File: src/design/fix_tcc_pkg.sv
// fix_tcc_pkg: shared types and constants of the trailer checksum checker
// no dependencies; imported by fix_tcc_path and the top level

package fix_tcc_pkg;

  localparam logic [7:0] SOH_BYTE  = 8'h01;
  localparam logic [7:0] PIPE_BYTE = 8'h7C;
  localparam logic [7:0] CHAR_ONE  = 8'h31;
  localparam logic [7:0] CHAR_ZERO = 8'h30;
  localparam logic [7:0] CHAR_NINE = 8'h39;
  localparam logic [7:0] CHAR_EQ   = 8'h3D;

  localparam int unsigned ValueW   = 9;
  localparam int unsigned ProdW    = 12;
  localparam logic [ValueW-1:0] VALUE_SAT = 9'd256;
  localparam logic [ValueW-1:0] VALUE_MAX = 9'd255;

  typedef enum logic [2:0] {
    ST_SEARCH = 3'd0,
    ST_DELIM  = 3'd1,
    ST_ONE    = 3'd2,
    ST_ZERO   = 3'd3,
    ST_VALUE  = 3'd4,
    ST_ENDED  = 3'd5
  } stage_e;

  typedef enum logic [2:0] {
    STAT_OK         = 3'd0,
    STAT_NO_TRAILER = 3'd1,
    STAT_MALFORMED  = 3'd2,
    STAT_OVER       = 3'd3,
    STAT_MISMATCH   = 3'd4
  } status_e;

  // per-delimiter search and parse state
  typedef struct packed {
    stage_e              stage;
    logic [7:0]          frozen_sum;
    logic [ValueW-1:0]   value;
    logic                digit_seen;
    logic                bad_digit;
  } path_view_t;

endpackage

File: src/design/fix_tcc_path.sv
// fix_tcc_path: trailer search and value parse for one delimiter
// depends on fix_tcc_pkg

module fix_tcc_path (
  input  logic                    clk_i,
  input  logic                    rst_ni,
  input  logic                    step_i,
  input  logic                    clear_i,
  input  logic [7:0]              delim_i,
  input  logic [7:0]              byte_i,
  input  logic [7:0]              sum_next_i,
  output fix_tcc_pkg::path_view_t view_o
);
  import fix_tcc_pkg::*;

  path_view_t          view_q, view_d;
  logic [ProdW-1:0]    prod;
  logic [7:0]          digit;

  always_comb begin
    view_d = view_q;
    digit  = byte_i - CHAR_ZERO;
    prod   = {{(ProdW-ValueW){1'b0}}, view_q.value} * ProdW'(10)
             + {{(ProdW-8){1'b0}}, digit};
    case (view_q.stage)
      ST_SEARCH, ST_DELIM, ST_ONE, ST_ZERO: begin
        if (byte_i == delim_i) begin
          view_d.stage      = ST_DELIM;
          view_d.frozen_sum = sum_next_i;
        end else if (view_q.stage == ST_DELIM && byte_i == CHAR_ONE) begin
          view_d.stage = ST_ONE;
        end else if (view_q.stage == ST_ONE && byte_i == CHAR_ZERO) begin
          view_d.stage = ST_ZERO;
        end else if (view_q.stage == ST_ZERO && byte_i == CHAR_EQ) begin
          view_d.stage = ST_VALUE;
        end else begin
          view_d.stage = ST_SEARCH;
        end
      end
      ST_VALUE: begin
        if (byte_i == delim_i) begin
          view_d.stage = ST_ENDED;
        end else if (byte_i inside {[CHAR_ZERO:CHAR_NINE]}) begin
          // saturate so long values cannot wrap back into range
          view_d.value      = (prod > {{(ProdW-ValueW){1'b0}}, VALUE_SAT}) ?
                              VALUE_SAT : prod[ValueW-1:0];
          view_d.digit_seen = 1'b1;
        end else begin
          view_d.bad_digit = 1'b1;
        end
      end
      default: begin
        view_d = view_q;
      end
    endcase
  end

  always_ff @(posedge clk_i or negedge rst_ni) begin
    if (!rst_ni) begin
      view_q <= '0;
    end else if (step_i) begin
      if (clear_i) begin
        view_q <= '0;
      end else begin
        view_q <= view_d;
      end
    end
  end

  assign view_o = view_d;

endmodule
File: config.mk
export PLATFORM = sky130hd
export DESIGN_NAME = fix_tcc_path
export DESIGN_NICKNAME = d
export VERILOG_FILES = /design/src/design/fix_tcc_pkg.sv /design/src/design/fix_tcc_path.sv
export SDC_FILE = /design/constraint.sdc
export NUM_CORES = 1
export LEC_CHECK = 0
export BUFFER_PORTS_ARGS = -buffer_cell sky130_fd_sc_hd__buf_2
export CORE_MARGIN = 5
export CORE_UTILIZATION = 52
export CTS_BUF_LIST = sky130_fd_sc_hd__clkbuf_4 sky130_fd_sc_hd__clkbuf_8
export CTS_CLUSTER_DIAMETER = 40
export DETAILED_ROUTE_END_ITERATION = 10
export PLACE_DENSITY_LB_ADDON = 0.25
export SLEW_MARGIN = 20
export SYNTH_ARGS = -nofsm -noshare
export SYNTH_HDL_FRONTEND = slang
export SYNTH_SLANG_ARGS = --single-unit
File: constraint.sdc
create_clock -name clk_i -period 3.8 [get_ports clk_i]
set_clock_uncertainty 0.15 [all_clocks]
set_input_delay 0.57 -clock clk_i [delete_from_list [all_inputs] [get_ports clk_i]]
set_output_delay 0.57 -clock clk_i [all_outputs]
set_load 0.05 [all_outputs]
Yosys cells after proc, flatten, opt, wreduce, memory -nomap -nowiden

Index checks and enable logic that the tools add are counted.

Add/subtract/negate cells: 2
$mul: 1
Magnitude comparators: 3
Eq/ne operators: 8
Muxes and demuxes: 14
Reductions and logical operators: 6

Operators with widths:

| cell                   | number |
|---|---|
| $eq A8 B6 Y1 const B   | 3 |
| $mux W11               | 2 |
| $mux W22               | 1 |
| $mux W8                | 2 |
| $mux W3                | 5 |
| $add A12 B8 Y12        | 1 |
| $gt A12 B9 Y1 const B  | 1 |
| $mul A9 B3 Y11 const B | 1 |
| $mux W10               | 1 |
| $mux W9                | 1 |
| $eq A8 B8 Y1           | 1 |
| $ge A8 B6 Y1 const B   | 1 |
| $le A8 B6 Y1 const B   | 1 |
| $sub A8 B6 Y8 const B  | 1 |
| $eq A3 B2 Y1 const B   | 2 |
| $pmux W3 S2            | 1 |
| $logic_and A1 B1 Y1    | 4 |
| $reduce_or A4 Y1       | 1 |
| $eq A3 B1 Y1 const B   | 1 |
| $eq A3 B3 Y1 const B   | 1 |
| $logic_not A3 Y1       | 1 |
| $mux W1                | 1 |

Register bits after elaboration: 22
Input port bits: 28
Output and inout bits: 22
Logic and storage cells: 39

Logic depth before layout (Yosys ltp)

Depth after elaboration: 8
Mapped depth: 14
Depth with buffers taken out: 14

Worst setup path after synthesis

No wires, ideal clock.

Path kind: register to output
From: reg view_q[3] (netlist bit)
To: out view_o[2] (netlist bit)
Arrival time: 3.390 ns
Data required time: 3.080 ns
Setup slack: -0.310 ns
Stages on the path, launching flop included: 14
Path buffers: 1
Cell sequence: dfrtp_1 ha_1 ha_1 inv_1 fa_1 xnor2_1 ha_1 or3_1 nor4b_1 nand3b_1 mux2i_1 a32oi_4 buf_8 o21ai_2

RTL lines:

| element                | line               | text |
|---|---|---|
| from (decl)            | fix_tcc_path.sv:16 | `path_view_t view_q, view_d;` |
| from (signal assigned) | fix_tcc_path.sv:65 | `view_q <= view_d;` |
| to (decl)              | fix_tcc_path.sv:12 | `output fix_tcc_pkg::path_view_t view_o` |

==> results.md <==
- Outcome: finished with violations
- Violated checks: setup timing
- Hold Slack: 113 ps
- Slowest library cell on the worst path: fa_2
- Met3 wire length: 291 um
- Vias: 2478
- Ports: 50
- Final hold vios: 0
- Clock Latency Late Sink: 260 ps
- Max capacitance violation total: 0
- Most frequent CP cell: inv_2
- Synth unique cells: 64
- Die width: a little under 80 um
- Top layer in use: met4
- Delay-heaviest family, CP: adder cells
- Yosys top cell area share: 23.2%
- GP Congestion: 0.930
- Synth area leader: dfrtp_1
- Synth Area in XOR/XNOR: 6.97%
- Most used flip-flop cell after synthesis: dfrtp_1
- Worst Max-Slew Pin Slew: 763 ps
- Sequential-to-total area share from yosys stat: 23.2%
- # port buffers: 49
- Rows: 24
- GR Overflow Total: 0
- Clock root cell: clkbuf_8
- FILL cells: 299
- Asr flop ratio synth: 100%
- Hold Crit Class: in -> async
- Mux cell area share after synthesis: 3.75%
- Synthesis-stage register bit count: 22
- Placed wire-length estimate: 5.71 mm
- Routed vias/inst: 5.86
- Clk slew on worst S/H paths: 70 ps
- Synth area leaders: dfrtp_1, ha_1, nand2_1
- Vias in the first global route: 2681
- Power Density: 148 mW/mm^2
- Crit path kind: reg -> out
- Initial antenna violation count: 0
- Worst EP arrival: 3590 ps
- Largest family of logic cells by synthesized area: compound AO/OA/AOI/OAI gates
- Post-route ant nets: 0
- Critical path endpoint category: primary output
- Number of flops mapped to enable cells by yosys: 0
- Synth Area in Simple Gates: 22.3%
- Slew margin rel.: 48.9%
- Adder-cell share of the synthesized area: a little over an eighth
- Total CTS buffers: 3
- Commonest non-fill, non-tap cells in the layout: buf_4, buf_2, nand2_1
- Crit path largest cell delay: 530 ps
- RSZ-0062 raised after global routing: true
- Drt wl/cell: 16.7 um
- Mapped Nets: 312
- Pleak: 1.73 nW
- Core footprint: 0.00438 sq mm
- Peak Freq: 232 MHz
- Max Transition Viols Final: 0
- Critical Path Start Type: flip-flop
- CTS tree: done
- Syn. warnings: 0
- Cells after Synth: 260
- Worst EP required: 3080 ps
- Largest register by flop count: view_q
- DRC: 0
- Largest registers: view_q (22)
- Clock Tree Buf Depth: 2
- CP Cell Sequence: ha_1 > ha_2 > inv_2 > fa_2 > inv_2 > ha_4 > inv_4 > a211oi_4 > nor4b_4 > nand3b_1 > mux2i_2 > a32oi_4 > buf_12 > o21ai_4 > buf_6
- Total clock sinks: 22
- Ant. Diodes: 0
- Tcrit/Tclk final: 114%
- CP bufs+invs: 5
- Total negative slack: -4450 ps
- Met1 wire length: 2.89 mm
- Worst Path Max Fanout: 5
- Htree depth: 1
- Most common cell after layout, fill and taps aside: buf_4
- Initial Utilization: between 50 and 60%
- Number of DRC markers in iteration 0: 120
- Die area: 0.00600 sq mm
- Final setup fails: 10
- Die H: 77.5 um
- Final setup margin: -513 ps
- TritonRoute pass-1 iters: 4
- Mapped Area: 0.00237 sq mm
- Area grow syn2layout: 46.0%
- Worst-case vdd ir drop: 199 uV
- Largest register FFs: 22
- Routed wl met2: ~3.8 mm
- Net count, final: 425
- Mean Syn Cell Area: a little over 9 sq um
- Tot GR Track Use: 24.1%
- Period minus WS final: between 4000 and 5000 ps
- Final wirelength: 7.07 mm
- Synth Area in Compound Gates: roughly a quarter
- Largest net degree at the start of global routing: 23
- First-pass GRT wire length: 12.1 mm
- Layout cells sized above 1: 46.4%
- Hold-fix buffers, CTS: 0
## synthesized netlist by cell type, drive strengths merged (2+ instances only)
master  number
nand3b       3
mux2         7
nand3       11
nand2       28
buf          4
inv         13
and3         3
o21ai       26
xnor2        8
xor2        10
nor2        12
a21o         4
a22o        11
nor4         7
nor3         5
a21oi       10
a211oi       5
nor2b        5
nor3b        2
or3          3
and4b        2
o311a        2
dfrtp       22
nand2b       4
o21bai       2
fa           2
ha          22
clkbuf       3
## worst reg2reg max path, delay by kind of cell, from the launching register on
family	cells	cell delay [ps]
buffers and inverters	6	560
AOI/OAI and AO/OA	3	710
adders and majority gates	4	1290
and+or+nand+nor	2	370
muxes	1	230
DFF	1	410
## where the power goes
group / switching (mW) / leakage [nW] / internal, mW
combinational: 0.0800 / 1.40 / 0.0541
clock: 0.0698 / 0.0216 / 0.0706
sequential: 0.000814 / 0.307 / 0.235
total: 0.151 / 1.73 / 0.360
## cell families (layout without fill, tap and decap cells)
| family | count (synthesis) | after routing |
|---|---|---|
| flip-flops | 22 | 22 |
| buffers and inverters | 20 | 131 |
| XOR/XNOR | 18 | 18 |
| AND/OR/NAND/NOR | 92 | 92 |
| AO/OA/AOI/OAI | 76 | 76 |
| multiplexers | 8 | 8 |
| adder cells (fa/ha/maj) | 24 | 24 |
## metal layers
| layer | global-route usage [%] | vias to the layer above |
|---|---|---|
| li1 | - | 1194 |
| met1 | 28.2 | 1202 |
| met2 | 46.3 | 68 |
| met3 | 2.78 | 14 |
| met4 | 5.67 | 0 |
| met5 | 0 | - |
## timing repair
action,CTS,global route
setup endpoints to repair,9,10
gates resized for setup,29,7
pin swaps,9,4
setup buffers,5,1
## through the flow
stage                     cell area (sq um)  setup WS [ps]  utilization [%]  total power, mW  std cells
after global routing                   3460           -650             78.9            0.535        423
after detailed placement               3230           -404             73.6            0.369        414
final                                  3460           -513             78.9            0.511        423
after global placement                 3230           -355             73.6            0.365        414
after floorplan                        2510           -145                -            0.309        260
after CTS                              3410           -479             77.9            0.509        422
## path summary, 6_finish.rpt
check                                        from                     end  slack [ps]  cells after the start
min                                        rst_ni  view_q[11]$_DFFE_PN0P_         110                      1
max                         view_q[5]$_DFFE_PN0P_               view_o[6]        -510                     15
min reg2reg                view_q[15]$_DFFE_PN0P_  view_q[15]$_DFFE_PN0P_         350                      1
min in group clk_i         view_q[15]$_DFFE_PN0P_  view_q[15]$_DFFE_PN0P_         350                      1
max in group asynchronous                  rst_ni  view_q[16]$_DFFE_PN0P_        3060                      1
max reg2reg                 view_q[5]$_DFFE_PN0P_  view_q[10]$_DFFE_PN0P_         -30                     16
## final cells by class
| type | instances | area (sq um) | area share [%] |
|---|---|---|---|
| multi-input combinational | 218 | 1930 | 55.8 |
| tap | 52 | 65.1 | 1.88 |
| inverter | 13 | 51.3 | 1.48 |
| clock buffer | 3 | 41.3 | 1.19 |
| sequential | 22 | 551 | 15.9 |
| timing repair buffer | 115 | 821 | 23.7 |
Note: power is estimated with default switching activity, not from simulation.
